File: src/apjb_pkg.sv
package apjb_pkg;

  localparam int OP_W    = 2;
  localparam int SMP_W   = 16;
  localparam int LEN_W   = 16;
  localparam int TGT_W   = 13;
  localparam int FILL_W  = 13;
  localparam int CNT_W   = 32;
  localparam int PADDR_W = 3;
  localparam int PDATA_W = 32;

  localparam logic [31:0] LCG_MUL = 32'd1664525;
  localparam logic [31:0] LCG_ADD = 32'd1013904223;

  // x mod 41 via floor(2^37/41); quotient estimate is low by at most one
  localparam logic [31:0] RECIP       = 32'd3352169596;
  localparam int          RECIP_SHIFT = 37;
  localparam int          RES_W       = 7;
  localparam int          NOISE_MOD   = 41;
  localparam int          NOISE_OFS   = 20;

  typedef enum logic [OP_W-1:0] {
    OP_WRITE = 2'd0,
    OP_READ  = 2'd1,
    OP_CLEAR = 2'd2
  } op_t;

  typedef enum logic [1:0] {
    SRC_ZERO,
    SRC_MEM,
    SRC_NOISE
  } src_t;

  typedef struct packed {
    src_t              src;
    logic              ok;
    logic [FILL_W-1:0] fill;
    logic [CNT_W-1:0]  ovr;
    logic [CNT_W-1:0]  und;
    logic [31:0]       noise;
  } meta_t;

endpackage

File: src/apjb_res_if.sv
interface apjb_res_if;
  logic                              valid;
  logic                              ready;
  logic signed [apjb_pkg::SMP_W-1:0] read_sample;
  logic                              burst_ok;
  logic [apjb_pkg::FILL_W-1:0]       fill_level;
  logic [apjb_pkg::CNT_W-1:0]        overrun_total;
  logic [apjb_pkg::CNT_W-1:0]        underrun_total;

  modport source (output valid, read_sample, burst_ok, fill_level, overrun_total,
                  underrun_total, input ready);
  modport sink (input valid, read_sample, burst_ok, fill_level, overrun_total,
                underrun_total, output ready);
endinterface

File: src/apjb_resp.sv
module apjb_resp (
  input  logic                       clk,
  input  logic                       rst,
  input  logic                       acc,
  input  apjb_pkg::meta_t            meta,
  input  logic [apjb_pkg::SMP_W-1:0] q,
  output logic                       take,
  apjb_res_if.source                 res
);

  logic            v1, v2, v3;
  logic            en1, en2, en3;
  apjb_pkg::meta_t m1, m2;
  logic [apjb_pkg::SMP_W-1:0] d2;
  logic [63:0]     prod2;

  logic signed [apjb_pkg::SMP_W-1:0] read_sample;
  logic                              burst_ok;
  logic [apjb_pkg::FILL_W-1:0]       fill_level;
  logic [apjb_pkg::CNT_W-1:0]        overrun_total, underrun_total;

  logic [apjb_pkg::RES_W-1:0] qm, qx, r0, r1;
  logic signed [apjb_pkg::SMP_W-1:0] noise_val, smp_next;

  assign en3  = !v3 || res.ready;
  assign en2  = !v2 || en3;
  assign en1  = !v1 || en2;
  assign take = en1;

  always_ff @(posedge clk) begin
    if (rst) begin
      v1 <= 1'b0;
      v2 <= 1'b0;
      v3 <= 1'b0;
    end else begin
      if (en1) v1 <= acc;
      if (en2) v2 <= v1;
      if (en3) v3 <= v2;
    end
  end

  // store read data is valid while the item sits in stage 1
  always_ff @(posedge clk) begin
    if (en1 && acc) begin
      m1 <= meta;
    end
    if (en2 && v1) begin
      m2    <= m1;
      d2    <= q;
      prod2 <= 64'(m1.noise) * 64'(apjb_pkg::RECIP);
    end
  end

  always_comb begin
    qm = prod2[apjb_pkg::RECIP_SHIFT +: apjb_pkg::RES_W];
    qx = apjb_pkg::RES_W'(qm * apjb_pkg::RES_W'(apjb_pkg::NOISE_MOD));
    r0 = m2.noise[apjb_pkg::RES_W-1:0] - qx;
    r1 = (r0 >= apjb_pkg::RES_W'(apjb_pkg::NOISE_MOD))
         ? r0 - apjb_pkg::RES_W'(apjb_pkg::NOISE_MOD) : r0;
    noise_val = apjb_pkg::SMP_W'(r1) - apjb_pkg::SMP_W'(apjb_pkg::NOISE_OFS);
    case (m2.src)
      apjb_pkg::SRC_MEM:   smp_next = d2;
      apjb_pkg::SRC_NOISE: smp_next = noise_val;
      default:             smp_next = '0;
    endcase
  end

  always_ff @(posedge clk) begin
    if (en3 && v2) begin
      read_sample    <= smp_next;
      burst_ok       <= m2.ok;
      fill_level     <= m2.fill;
      overrun_total  <= m2.ovr;
      underrun_total <= m2.und;
    end
  end

  assign res.valid          = v3;
  assign res.read_sample    = read_sample;
  assign res.burst_ok       = burst_ok;
  assign res.fill_level     = fill_level;
  assign res.overrun_total  = overrun_total;
  assign res.underrun_total = underrun_total;

endmodule
File: src/flat_wrapper.sv
// flat-port wrapper written by rule: the top's interface ports become plain ports
module apjb_resp_flat 
  (clk, rst, acc, meta, q, take, res_valid, res_read_sample, res_burst_ok, res_fill_level, res_overrun_total, res_underrun_total, res_ready);
  apjb_res_if res_i ();
  input  logic clk;
  input  logic rst;
  input  logic acc;
  input  apjb_pkg::meta_t meta;
  input  logic [apjb_pkg::SMP_W-1:0] q;
  output logic take;
  output wire logic [$bits(res_i.valid)-1:0] res_valid;
  output wire logic [$bits(res_i.read_sample)-1:0] res_read_sample;
  output wire logic [$bits(res_i.burst_ok)-1:0] res_burst_ok;
  output wire logic [$bits(res_i.fill_level)-1:0] res_fill_level;
  output wire logic [$bits(res_i.overrun_total)-1:0] res_overrun_total;
  output wire logic [$bits(res_i.underrun_total)-1:0] res_underrun_total;
  input wire logic [$bits(res_i.ready)-1:0] res_ready;
  assign res_valid = res_i.valid;
  assign res_read_sample = res_i.read_sample;
  assign res_burst_ok = res_i.burst_ok;
  assign res_fill_level = res_i.fill_level;
  assign res_overrun_total = res_i.overrun_total;
  assign res_underrun_total = res_i.underrun_total;
  assign res_i.ready = res_ready;
  apjb_resp u_core (.clk(clk), .rst(rst), .acc(acc), .meta(meta), .q(q), .take(take), .res(res_i));
endmodule
File: config.mk
export PLATFORM = sky130hd
export DESIGN_NAME = apjb_resp_flat
export DESIGN_NICKNAME = d
export VERILOG_FILES = /design/src/apjb_pkg.sv /design/src/apjb_res_if.sv /design/src/apjb_resp.sv /design/src/flat_wrapper.sv
export SDC_FILE = /design/constraint.sdc
export NUM_CORES = 1
export LEC_CHECK = 0
export BUFFER_PORTS_ARGS = -buffer_cell sky130_fd_sc_hd__buf_2
export CAP_MARGIN = 30
export CORE_MARGIN = 4
export CORE_UTILIZATION = 42
export CTS_CLUSTER_SIZE = 8
export DETAILED_ROUTE_END_ITERATION = 10
export MAX_ROUTING_LAYER = met4
export SLEW_MARGIN = 25
export SYNTH_ARGS = -nofsm -noshare
export SYNTH_HDL_FRONTEND = slang
export SYNTH_SLANG_ARGS = --single-unit
File: constraint.sdc
create_clock -name clk -period 10.7 [get_ports clk]
set_clock_uncertainty 0.05 [all_clocks]
set_input_delay 2.14 -clock clk [delete_from_list [all_inputs] [get_ports clk]]
set_output_delay 2.14 -clock clk [all_outputs]
set_load 0.005 [all_outputs]
# Word-level counts from Yosys, hierarchy flattened
# Cells that the tools add are included.
[word_totals]
regBits = 354
latchBits = 0
ramBits = 0
romBits = 0
inputBits = 132
out_inout_bits = 96
wordCells = 41
n_memories = 0
[classes]
n_addsub = 3
mul = 2
n_div = 0
magnitude_cmp = 1
eq_ne = 2
shift = 0
n_mux = 2
n_bitwise = 0
reduce_logical = 9
[op_table]
columns = ["operator", "count"]
rows = [
  ["32-bit by 30-bit multiplier with 42-bit output (second input constant)", 1],
  ["16-bit one-hot mux with 2 select lines", 1],
  ["7-bit by 5-bit subtractor with 8-bit output (second input constant)", 1],
  ["7-bit by 6-bit >= comparator with 1-bit output (second input constant)", 1],
  ["7-bit by 6-bit multiplier with 7-bit output (second input constant)", 1],
  ["7-bit two-way mux", 1],
  ["7-bit by 6-bit subtractor with 7-bit output (second input constant)", 1],
  ["7-bit subtractor", 1],
  ["1-bit logical AND", 3],
  ["1-bit zero test", 3],
  ["1-bit logical OR", 3],
  ["2-bit by 1-bit equality test with 1-bit output (second input constant)", 1],
  ["2-bit equality test (second input constant)", 1],
]

# Depth between registers and ports, before layout
[logic_depth]
ltp_word = 6
depth_mapped = 23

# Worst setup path after synthesis
# Ideal clock, no wire load.
[synth_timing]
kind = "input port to flip-flop"
from = "input port res_ready"
to = "register u_core.d2[0] (netlist bit) (enable)"
setup_ns = 0.747
arrival_ns = 10.192
required_ns = 9.903
slack_ns = -0.289
path_stages = 2
n_path_buf = 0
cell_sequence = "nor2b_1 > a21boi_0"
[synth_via]
elab_chain_len = 3
[synth_lines]
columns = ["element", "line", "text"]
rows = [
  ["start, declared", "flat_wrapper.sv:17", "input wire logic [$bits(res_i.ready)-1:0] res_ready;"],
  ["1-bit logical OR", "apjb_resp.sv:25", "assign en3 = !v3 || res.ready;"],
  ["1-bit logical OR", "apjb_resp.sv:26", "assign en2 = !v2 || en3;"],
  ["1-bit logical AND", "apjb_resp.sv:47", "if (en2 && v1) begin"],
  ["end signal, assigned", "apjb_resp.sv:49", "d2 <= q;"],
  ["end, declared", "apjb_resp.sv:14", "logic [apjb_pkg::SMP_W-1:0] d2;"],
]
# Every way passes these cells.
# A chain may end at the register's enable or synchronous reset.

# Final worst setup path
[layout_timing]
from = "register u_core.m1[0] (netlist bit)"
to = "register u_core.prod2[41], data pin"
[layout_via]
elab_chain_len = 1
[layout_lines]
columns = ["element", "line", "text"]
rows = [
  ["start, declared", "apjb_resp.sv:13", "apjb_pkg::meta_t m1, m2;"],
  ["start signal, assigned", "apjb_resp.sv:45", "m1 <= meta;"],
  ["32-bit by 30-bit multiplier with 42-bit output", "apjb_resp.sv:50", "prod2 <= 64'(m1.noise) * 64'(apjb_pkg::RECIP);"],
  ["end signal, assigned", "apjb_resp.sv:50", ""],
  ["end, declared", "apjb_resp.sv:15", "logic [63:0] prod2;"],
]
# Every way passes these cells.

==> flow_summary.json <==
{
  "drv_cap": 0,
  "layout_setup_ws_ps": 3460,
  "drtIter0Drc": 606,
  "placementRows": 83,
  "via_per_inst": 4.93,
  "clk_pin_slew_ps": 60,
  "firstDrtPassIters": 5,
  "gp_congestion": 0.956,
  "tritoncts": "built",
  "drc": 0,
  "worstRegToRegCells": 21,
  "grt_max_degree": 77,
  "worst_pin_slew_ps": 741,
  "crit_required_ps": 10960,
  "hp-class": "reg2reg",
  "synth_edf_count": 316,
  "holdBufCountCts": 0,
  "top_layer": "met4",
  "synth_nets": 2181,
  "yosys.area.top_type": "edfxtp_1",
  "path_class": "reg2reg",
  "setup-tns-final_ps": 0,
  "grt_overflow_total": 0,
  "cts_sinks": 319,
  "met3_length_mm": 3.76,
  "setup_violations": 0,
  "portBuffers": 227,
  "antenna_found_initial": 5,
  "rsz0062_at_grt": "no",
  "met2WireLength_mm": 24.9,
  "grt_pass1_wl_mm": 80.1,
  "clock_latency_ps": 610,
  "cts_resized": 0,
  "cp_max_fo": 11,
  "finalWirelength_mm": 52.3,
  "synth.most_common_cell": "inv_1",
  "cts_htree_levels": 2,
  "cts_root_buf": "clkbuf_16",
  "cts_buffers": 47,
  "coreArea_um2": 51300,
  "wl_per_cell_um": 21.0,
  "grt_pass1_vias": 13400,
  "syn_inst": 1506,
  "synth.avg_cell_area_um2": 14.4,
  "critPathLaunchType": "flop",
  "yosys-top-cells-count": "inv_1, edfxtp_1, fa_1",
  "slew_headroom_pct": 50.6,
  "synth_area_leaders": "edfxtp_1, fa_1, ha_1",
  "period_needed_ps": 7240,
  "dpl.hpwl_mm": 43.2,
  "hold_violations": 0,
  "hold-path-cell-count": 0,
  "die_w_um": 235,
  "initial_core_util_pct": 42.4,
  "cts_max_path_buffers": 3,
  "ff2ff_setup_slack_ps": 3460,
  "synth_area_um2": 21700,
  "ys_ff_latch": 319,
  "chipHeight_um": 235,
  "yosysSeqAreaShare_pct": 44.0,
  "grt_usage_pct": 19.7,
  "die-area_um2": 55400,
  "maxSlewViolCount": 0,
  "ant_nets": 0,
  "drive_gt1_share_pct": 17.0,
  "period_share_pct": 67.7,
  "run_status": "completed",
  "post_cts_buffers": 0,
  "ys_types": 61,
  "synth_top_area_share_pct": 43.7,
  "synthArstFlopShare_pct": 0,
  "crit_path_end_kind": "flop",
  "place_ws_ps": 3470,
  "yosys_most_used_dff": "edfxtp_1",
  "fmax_ghz": 0.138,
  "io_pins": 228,
  "syn_to_final_growth_pct": 15.9,
  "wl_met1_mm": 22.1,
  "layout.nets": 2462,
  "cp.arrival_ps": 7500,
  "ys_warn_count": 0,
  "num_vias": 12300
}
==> final cells by class <==
type	count	area, um^2
diodes	5	12.5
clock buffers	58	1240
clock inverters	7	87.6
fillers	4435	26100
inverters	323	1210
multi-input cells	860	11000
flip-flops and latches	319	9550
well taps	680	851
repair buffers	236	1240
==> state kept, by name, indices dropped and copies added (netlist names) <==
signal / flops
u_core.d2: 16
u_core.m1: 112
u_core.m2: 87
u_core.prod2: 7
u_core.res.burst_ok: 1
u_core.res.fill_level: 13
u_core.res.overrun_total: 32
u_core.res.read_sample: 16
u_core.res.underrun_total: 32
u_core.res.valid: 1
u_core.v1: 1
u_core.v2: 1
==> critical path, cell delays in order, from the launching register on <==
cell and delay, ps:
edfxtp_1 820, ha_1 450, xor2_1 200, ha_1 210, or2_2 310, fa_1 420
fa_1 450, fa_1 570, fa_1 440, fa_1 510, inv_1 60, fa_1 490
inv_1 40, ha_1 310, a21o_1 170, a21o_1 160, a21oi_1 330, nand2_1 120
a21oi_1 160, o21bai_1 90, a2111oi_0 510, xnor2_1 110
==> through the flow <==
stage	utilization, %	cells	hold WS, ps	area, um^2
after floorplan	-	1506	350	21700
after global placement	46.3	2414	350	23800
after detailed placement	46.4	2415	355	23800
after CTS	48.9	2480	350	25100
after global routing	49.1	2488	357	25200
final	49.1	2488	354	25200
==> cell usage in the layout, fill, tap and decap left out, types with 3 or more instances in the layout <==
cell,count
nand2b_1,4
clkbuf_16,47
and2_1,4
o211ai_1,5
or2_2,3
edfxtp_1,316
o21a_1,4
buf_2,227
nand4_1,5
o21bai_1,6
a211oi_1,3
nor2_1,26
diode_2,5
a22oi_1,3
inv_1,323
nand3_1,13
nor3_1,6
o21ai_0,21
nand2_1,36
a21oi_1,43
xnor2_1,41
a2111oi_0,3
a31oi_1,4
clkbuf_1,9
a21o_1,21
and3_1,3
dfxtp_1,3
buf_4,6
xor2_1,12
nor2b_1,8
ha_1,265
fa_1,278
==> routing by layer <==
metal	vias up	track usage, %
li1	5638	-
met1	6152	25.5
met2	392	30.9
met3	75	5.19
met4	0	6.16
met5	-	-
==> kinds of logic (layout without fill, tap and decap cells) <==
group,Yosys count,after routing,synth area share [%]
fa+ha+maj,543,543,40.9
buf+inv,327,624,5.66
flops,319,319,44.0
compound gates,138,138,4.19
simple gates,120,120,2.80
xor+xnor,57,57,2.44
mux,2,2,0.0979
other cells,0,5,0
==> path summary, 6_finish.rpt <==
| path | startpoint | endpoint |
|---|---|---|
| hold / removal | u_core.m2[82] | u_core.res.overrun_total[18] |
| setup reg to reg | u_core.m1[0] | u_core.prod2[41] |
| setup / recovery | u_core.m1[0] | u_core.prod2[41] |
| hold reg to reg | u_core.m2[82] | u_core.res.overrun_total[18] |
Power is left out: the tool's default activity adds up to more than one toggle a clock period on the data nets, which glitch-free logic cannot reach.
