### config.mk
export PLATFORM = sky130hd
export DESIGN_NAME = apjb_ctrl
export DESIGN_NICKNAME = d
export VERILOG_FILES = /design/src/apjb_pkg.sv /design/src/apjb_ctrl.sv
export SDC_FILE = /design/constraint.sdc
export NUM_CORES = 1
export LEC_CHECK = 0
export BUFFER_PORTS_ARGS = -buffer_cell sky130_fd_sc_hd__buf_2
export CORE_MARGIN = 2
export CORE_UTILIZATION = 63
export DETAILED_ROUTE_END_ITERATION = 6
export GPL_TIMING_DRIVEN = 0
export PLACE_DENSITY = 0.84
export SLEW_MARGIN = 10
export SYNTH_ARGS = -nofsm -noshare
export SYNTH_HDL_FRONTEND = slang
export SYNTH_SLANG_ARGS = --single-unit
### constraint.sdc
create_clock -name clk -period 19.45 [get_ports clk]
set_clock_uncertainty 0.2 [all_clocks]
set_input_delay 2.9175 -clock clk [delete_from_list [all_inputs] [get_ports clk]]
set_output_delay 2.9175 -clock clk [all_outputs]
set_load 0.05 [all_outputs]
### src/apjb_pkg.sv
package apjb_pkg;

  localparam int OP_W    = 2;
  localparam int SMP_W   = 16;
  localparam int LEN_W   = 16;
  localparam int TGT_W   = 13;
  localparam int FILL_W  = 13;
  localparam int CNT_W   = 32;
  localparam int PADDR_W = 3;
  localparam int PDATA_W = 32;

  localparam logic [31:0] LCG_MUL = 32'd1664525;
  localparam logic [31:0] LCG_ADD = 32'd1013904223;

  // x mod 41 via floor(2^37/41); quotient estimate is low by at most one
  localparam logic [31:0] RECIP       = 32'd3352169596;
  localparam int          RECIP_SHIFT = 37;
  localparam int          RES_W       = 7;
  localparam int          NOISE_MOD   = 41;
  localparam int          NOISE_OFS   = 20;

  typedef enum logic [OP_W-1:0] {
    OP_WRITE = 2'd0,
    OP_READ  = 2'd1,
    OP_CLEAR = 2'd2
  } op_t;

  typedef enum logic [1:0] {
    SRC_ZERO,
    SRC_MEM,
    SRC_NOISE
  } src_t;

  typedef struct packed {
    src_t              src;
    logic              ok;
    logic [FILL_W-1:0] fill;
    logic [CNT_W-1:0]  ovr;
    logic [CNT_W-1:0]  und;
    logic [31:0]       noise;
  } meta_t;

endpackage

### src/apjb_ctrl.sv
module apjb_ctrl #(
  parameter int CAPACITY = 4096,
  localparam int IW = $clog2(CAPACITY)
) (
  input  logic                        clk,
  input  logic                        rst,
  input  logic                        acc,
  input  logic [apjb_pkg::OP_W-1:0]   operation,
  input  logic [apjb_pkg::SMP_W-1:0]  sample,
  input  logic                        burst_start,
  input  logic [apjb_pkg::LEN_W-1:0]  burst_length,
  input  logic [apjb_pkg::TGT_W-1:0]  target_depth,
  output logic                        mem_en,
  output logic                        mem_we,
  output logic [IW-1:0]               mem_addr,
  output logic [apjb_pkg::SMP_W-1:0]  mem_wdata,
  output apjb_pkg::meta_t             meta
);

  localparam int CW = $clog2(CAPACITY + 1);
  localparam int XW = ((CW > apjb_pkg::LEN_W) ? CW : apjb_pkg::LEN_W) + 2;
  localparam int EW = (CW > apjb_pkg::FILL_W) ? CW : apjb_pkg::FILL_W;

  logic [IW-1:0]             rd_idx, wr_idx;
  logic [CW-1:0]             count;
  logic [apjb_pkg::CNT_W-1:0] ovr, und;
  logic [31:0]               noise;
  logic                      bu;

  logic [IW-1:0]              rd_idx_next, wr_idx_next, rd_base;
  logic [XW-1:0]              cnt_next, cnt_base;
  logic [apjb_pkg::CNT_W-1:0] ovr_next, und_next;
  logic [31:0]                noise_next;
  logic                       bu_next, under;

  logic [XW-1:0] fill_x, len_x, tgt_x, cap_x, thr, excess, drop;
  logic [XW-1:0] rd_sum, rd_drained, cnt_drained, len_c;
  logic          len_nz, drain, ov_a, ov_b, chk;
  logic [EW-1:0] fill_ext;

  function automatic logic [IW-1:0] wrap_inc(input logic [IW-1:0] i);
    return (i == IW'(CAPACITY - 1)) ? '0 : i + IW'(1);
  endfunction

  always_comb begin
    fill_x      = XW'(count);
    len_x       = XW'(burst_length);
    tgt_x       = XW'(target_depth);
    cap_x       = XW'(CAPACITY);
    len_nz      = burst_length != '0;
    chk         = burst_start && len_nz;
    thr         = tgt_x + (len_x << 1);
    excess      = fill_x - tgt_x - len_x;
    drain       = fill_x > thr;
    drop        = drain ? ((excess < len_x) ? excess : len_x) : '0;
    rd_sum      = XW'(rd_idx) + drop;
    rd_drained  = (rd_sum >= cap_x) ? rd_sum - cap_x : rd_sum;
    cnt_drained = fill_x - drop;
    len_c       = (len_x > cap_x) ? cap_x : len_x;
    ov_a        = len_x > cap_x;
    ov_b        = (fill_x + len_c) > cap_x;
  end

  always_comb begin
    rd_idx_next = rd_idx;
    wr_idx_next = wr_idx;
    cnt_next    = fill_x;
    ovr_next    = ovr;
    und_next    = und;
    noise_next  = noise;
    bu_next     = bu;
    rd_base     = rd_idx;
    cnt_base    = fill_x;
    under       = 1'b0;
    mem_en      = 1'b0;
    mem_we      = 1'b0;
    mem_addr    = rd_idx;
    mem_wdata   = sample;
    meta.src    = apjb_pkg::SRC_ZERO;
    meta.ok     = 1'b1;
    case (operation)
      apjb_pkg::OP_WRITE: begin
        if (chk) begin
          ovr_next = ovr + apjb_pkg::CNT_W'(ov_a) + apjb_pkg::CNT_W'(ov_b);
        end
        if (fill_x >= cap_x) begin
          rd_idx_next = wrap_inc(rd_idx);
          cnt_next    = cap_x;
        end else begin
          cnt_next = fill_x + XW'(1);
        end
        mem_en      = acc;
        mem_we      = 1'b1;
        mem_addr    = wr_idx;
        wr_idx_next = wrap_inc(wr_idx);
      end
      apjb_pkg::OP_READ: begin
        if (chk) begin
          rd_base  = rd_drained[IW-1:0];
          cnt_base = cnt_drained;
        end
        under = chk && (cnt_base < len_x);
        if (burst_start) begin
          bu_next = under;
        end
        und_next = und + apjb_pkg::CNT_W'(under);
        if (cnt_base != '0) begin
          mem_en      = acc;
          mem_addr    = rd_base;
          rd_idx_next = wrap_inc(rd_base);
          cnt_next    = cnt_base - XW'(1);
          meta.src    = apjb_pkg::SRC_MEM;
        end else begin
          rd_idx_next = rd_base;
          cnt_next    = cnt_base;
          noise_next  = noise * apjb_pkg::LCG_MUL + apjb_pkg::LCG_ADD;
          meta.src    = apjb_pkg::SRC_NOISE;
        end
        meta.ok = !bu_next;
      end
      apjb_pkg::OP_CLEAR: begin
        rd_idx_next = '0;
        wr_idx_next = '0;
        cnt_next    = '0;
        ovr_next    = '0;
        und_next    = '0;
      end
      default: begin
      end
    endcase
    fill_ext   = EW'(cnt_next[CW-1:0]);
    meta.fill  = fill_ext[apjb_pkg::FILL_W-1:0];
    meta.ovr   = ovr_next;
    meta.und   = und_next;
    meta.noise = noise_next;
  end

  always_ff @(posedge clk) begin
    if (rst) begin
      rd_idx <= '0;
      wr_idx <= '0;
      count  <= '0;
      ovr    <= '0;
      und    <= '0;
      noise  <= '0;
      bu     <= 1'b0;
    end else if (acc) begin
      rd_idx <= rd_idx_next;
      wr_idx <= wr_idx_next;
      count  <= cnt_next[CW-1:0];
      ovr    <= ovr_next;
      und    <= und_next;
      noise  <= noise_next;
      bu     <= bu_next;
    end
  end

  // occupancy implied by the two indices
  logic [XW-1:0] span, cnt_mod;
  assign span    = (wr_idx >= rd_idx) ? XW'(wr_idx) - XW'(rd_idx)
                                      : XW'(wr_idx) + XW'(CAPACITY) - XW'(rd_idx);
  assign cnt_mod = (XW'(count) == XW'(CAPACITY)) ? '0 : XW'(count);

  a_fill_bound: assert property (@(posedge clk) disable iff (rst)
    XW'(count) <= XW'(CAPACITY))
    else $error("fill above capacity");

  a_index_span: assert property (@(posedge clk) disable iff (rst)
    span == cnt_mod)
    else $error("indices disagree with fill");

  a_clear: assert property (@(posedge clk) disable iff (rst)
    acc && operation == apjb_pkg::OP_CLEAR |=> count == '0 && ovr == '0 && und == '0)
    else $error("clear left state behind");

  a_write_fills: assert property (@(posedge clk) disable iff (rst)
    acc && operation == apjb_pkg::OP_WRITE |=> count != '0)
    else $error("write left store empty");

endmodule

* After elaboration in Yosys (flattened, before gate mapping)
Index checks and enable logic that the tools add are counted.
** Storage, ports and cells
- Flip-flop bits (word level) :: 134
- Bits in latches :: 0
- Memory bits (writable) :: 0
- ROM bits :: 0
- Input port bits :: 51
- Output and inout port bits :: 142
- Logic and storage cells :: 80
- Memories kept :: 0
** Cells by class
- $add $sub $neg :: 16
- Multipliers :: 1
- Div/mod/pow operators :: 0
- Order comparisons :: 7
- Equality and inequality tests :: 6
- Shift-type cells :: 0
- Multiplexer cells :: 32
- Bitwise logic cells :: 0
- Reduce and logical (&&, ||, !) cells :: 11
** Operators by type and width (count)
- $pmux W32 S2 :: 2
- $mux W12 :: 9
- $add A32 B1 Y32 :: 3
- $mux W32 :: 3
- $mux W18 :: 4
- $pmux W12 S2 :: 2
- $pmux W13 S3 :: 1
- $add A12 B1 Y12 const B :: 3
- $eq A12 B12 Y1 const B :: 3
- $lt A18 B16 Y1 :: 2
- $pmux W12 S3 :: 1
- $add A32 B30 Y32 const B :: 1
- $mul A32 B21 Y32 const B :: 1
- $mux W13 :: 2
- $add A12 B18 Y18 :: 1
- $add A13 B17 Y18 :: 1
- $ge A18 B13 Y1 const B :: 1
- $gt A13 B18 Y1 :: 1
- $reduce_bool A18 Y1 :: 1
- $sub A13 B18 Y18 :: 1
- $sub A14 B17 Y18 :: 1
- $add A13 B16 Y17 :: 1
- $gt A17 B13 Y1 const B :: 1
- $gt A16 B13 Y1 const B :: 1
- 21 further kinds :: 26

* Logic depth before layout (Yosys ltp)
- Word-level depth :: 14
- Mapped depth :: 63
- Mapped depth without buffers :: 61

* Least setup slack after synthesis
OpenSTA, ideal clock, no wires.
- Path kind :: input to output
- Start point :: input port target_depth[2] in the netlist's numbering
- End point :: output port meta[63] in the netlist's numbering
- Arrival :: 13.658 ns
- Data required time :: 16.333 ns
- Path slack :: 2.674 ns
- Cell stages on the path :: 53
- Path buffers :: 2
- Cells stage by stage :: inv_1 -> ha_1 -> nor2b_1 -> o21ai_0 -> a21boi_0 -> o21ai_0 -> nand2_1 -> a21o_1 -> a21o_1 -> a21o_1 -> a21o_1 -> a21o_1 -> a21oi_1 -> xnor2_1 -> ha_1 -> nand4_1 -> or3_1 -> o21ai_1 -> [... 17 more ...] -> o21ai_0 -> nand4_1 -> nand2_1 -> a21oi_1 -> a211oi_1 -> nand3b_1 -> a21oi_1 -> ha_1 -> a21o_1 -> a2111oi_0 -> o211a_1 -> ha_1 -> nand3_1 -> nor2_1 -> nand3_1 -> or3_1 -> or3_1 -> a21oi_1
** RTL lines
- from (decl) :: RTL line apjb_ctrl.sv:12 : input logic [apjb_pkg::TGT_W-1:0] target_depth,
- to (decl) :: RTL line apjb_ctrl.sv:17 : output apjb_pkg::meta_t meta

==> impl_metrics.py <==
metrics = {
    "floorplanning": {
        "io_pins": 193,
        "fp.dieH_um": 185,
        "row_count": 66,
        "initial_utilization": 0.637,
        "chipWidth_um": 185,
        "design.die.area_um2": 34200,
        "core-area_um2": 32400,
    },
    "clock_tree": {
        "cts_tree": "yes",
        "postCtsHoldBufs": 0,
        "path_clk_slew_ns": 0.06,
        "cts_setup_buffers": 0,
        "clockBufferDepth": 2,
        "cts_sinks": 134,
        "clk_latency_ns": 0.44,
        "cts_resized": 0,
        "numCtsBuffers": 17,
        "cts-root-buf": "clkbuf_16",
        "htreeDepth": 4,
    },
    "worst_hold_path": {
        "hold_class": "register to register",
        "min-delay-start": "ovr[31]",
    },
    "yosys": {
        "synth_enable_flop_cells": 0,
        "yosysMostFrequentCell": "inv_1",
        "synth_commonest_cells": "inv_1, ha_1, nor2_1, nand2_1",
        "yosysUniqueCellTypes": 93,
        "syn_area_um2": 20600,
        "ys_ff_latch": 134,
        "netlist_instances": 2563,
        "ys_seq_area_frac": 0.130,
        "synth_flop_cell": "dfxtp_1",
        "synthAdderAreaFrac": 0.320,
        "yosysWarnings": 0,
        "synth_area_leaders": "ha_1, fa_1, dfxtp_1, inv_1, nor2_1",
        "muxShareOfSynthArea": 0.0350,
        "synth_nets": 3054,
        "yosys.area_share.simple": 0.191,
        "synth.avg_cell_area_um2": 8.05,
        "synth_top_area_cell": "ha_1",
        "synth_xor_area_frac": 0.0688,
        "yosys.area.top_type_share": 0.178,
        "async_flop_share": 0,
        "synth_top_family_by_area": "adder cells",
        "synth_compound_area_frac": 0.176,
    },
    "timing": {
        "holdWs_ns": 0.311,
        "layout_min_cycle_time_ns": 18.41,
        "rsz0062_at_grt": "no",
        "hold_viol": 0,
        "totalNegativeSetupSlack_ns": 0,
        "setup_viol_count_final": 0,
        "relSlewSlack": 0.160,
        "fmax_mhz": 54.3,
        "worst_pin_slew_ns": 1.26,
        "fin_crit_sh": 0.947,
        "drv_slew": 0,
    },
    "cells_and_area": {
        "fillers": 2623,
        "fin_cells": 3214,
        "nNetsFinal": 3249,
        "syn2layout_area_growth_pct": 10.0,
        "drive_gt1_frac": 0.113,
        "utilization": 0.701,
    },
    "drt": {
        "wire_per_inst_um": 20.1,
        "wl_um": 64600,
        "drt-initial-drc-count": 1726,
        "ant_nets": 0,
        "vias_per_cell": 6.21,
        "vias": 19958,
        "dr.pass1.iters": 7,
        "drc": 4,
    },
    "worst_setup_path": {
        "crit_type": "input pin to output pin",
        "crit_arrival_ns": 15.29,
        "endpoint_kind": "output pin",
        "slowest_stage": "or3_1",
        "crit_buf_inv": 6,
        "cp-startpoint": "target_depth[2]",
        "critPathMaxFanout": 10,
        "cp-start-kind": "input pin",
        "crit_path_max_incr_delay_ns": 0.44,
        "r2r_start": "count[0]",
        "cp_top_family": "compound AO/OA/AOI/OAI gates",
        "worst_ep_required_time_ns": 16.33,
    },
    "flow_run": {
        "drv_cap": 0,
    },
    "outcome": {
        "violations": "DRC",
        "status": "finished with violations",
    },
    "placement": {
        "port_buffers": 176,
        "dp.cells": 3181,
        "gp_congestion": 0.982,
        "dp_hpwl_um": 51800,
    },
    "global_routing": {
        "grt_pass1_vias": 19104,
        "grt_usage": 0.373,
        "grt_pass1_wl_um": 99500,
        "antenna_found_initial": 1,
        "grt_max_degree": 17,
        "gr-total-overflow": 0,
    },
    "power": {
        "vdd_ir_drop_max_uv": 77.1,
        "p_leak_nw": 11.3,
        "power-per-cell-area_nw_per_um2": 79.1,
    },
}
[sequential cells by signal, summed over array words and instances, names as in the netlist]
name	count
rd_idx	12
bu	1
wr_idx	12
noise	32
count	13
und	32
ovr	32
[area by class of cell]
type                       instances  area [µm²]  area share
antenna                            1        2.50    0.000110
buffer                            94         503      0.0222
clock buffer                      20         437      0.0192
clock inverter                    12         168     0.00739
inverter                         302        1130      0.0500
multi-input combinational       2033       16300       0.720
sequential                       134        2680       0.118
tap                              442         553      0.0244
timing repair buffer             176         881      0.0388
[cell families after synthesis]
group                      after synthesis
AOI/OAI and AO/OA                      544
xor gates and xnor gates               162
adders and majority gates              440
buffers and inverters                  396
DFF                                    134
muxes                                   67
and+or+nand+nor                        820
[layout by cell type (no fill, tap or decap), types with 55 or more instances in the layout]
cell,Yosys,routed
inv_1,300,300
nand2_1,190,190
xnor2_1,97,96
fa_1,146,146
a21oi_1,146,146
mux2i_1,57,57
dfxtp_1,134,134
xor2_1,65,65
nand3_1,76,76
o21ai_0,110,110
nor2_1,267,266
ha_1,294,294
nor3_1,75,75
clkbuf_1,54,55
buf_2,10,186
[through the flow]
stage	instance area (µm²)	power (W)	setup slack, ns
finish	22700	0.00180	1.04
CTS	22700	0.00177	0.590
global placement	22100	0.00138	0.916
detailed placement	22100	0.00142	0.688
global route	22700	0.00192	0.161
floorplan	20600	0.00115	2.67
[worst paths after layout]
kind | endpoint | depth (start not counted) | slack [ns]
worst min-delay path | ovr[31] | 2 | 0.31
worst max register to register | und[30] | 58 | 6.25
worst min register to register | ovr[31] | 2 | 0.31
worst max-delay path | meta[63] | 55 | 1.04
[where the power goes]
group	total, W	leakage (nW)	internal (W)	switching (W)
combinational	0.00114	9.95	0.000452	0.000692
clock	0.000348	0.284	0.000205	0.000143
sequential	0.000303	1.09	0.000283	0.0000198
[routing by layer]
layer  track usage  part of all wire
met5             0                 0
met2         0.622              0.46
met4         0.203             0.060
met1         0.461              0.39
met3        0.0610             0.085
[worst register-to-register path: cells and delay by family (launching register included)]
family,cells,cell delay [ns]
and+or+nand+nor,19,3.23
AOI/OAI and AO/OA,23,5.18
DFF,1,0.42
buffers and inverters,4,0.87
xor gates and xnor gates,3,0.58
adders and majority gates,9,2.57
No activity file was read; power rests on OpenSTA's default activity.
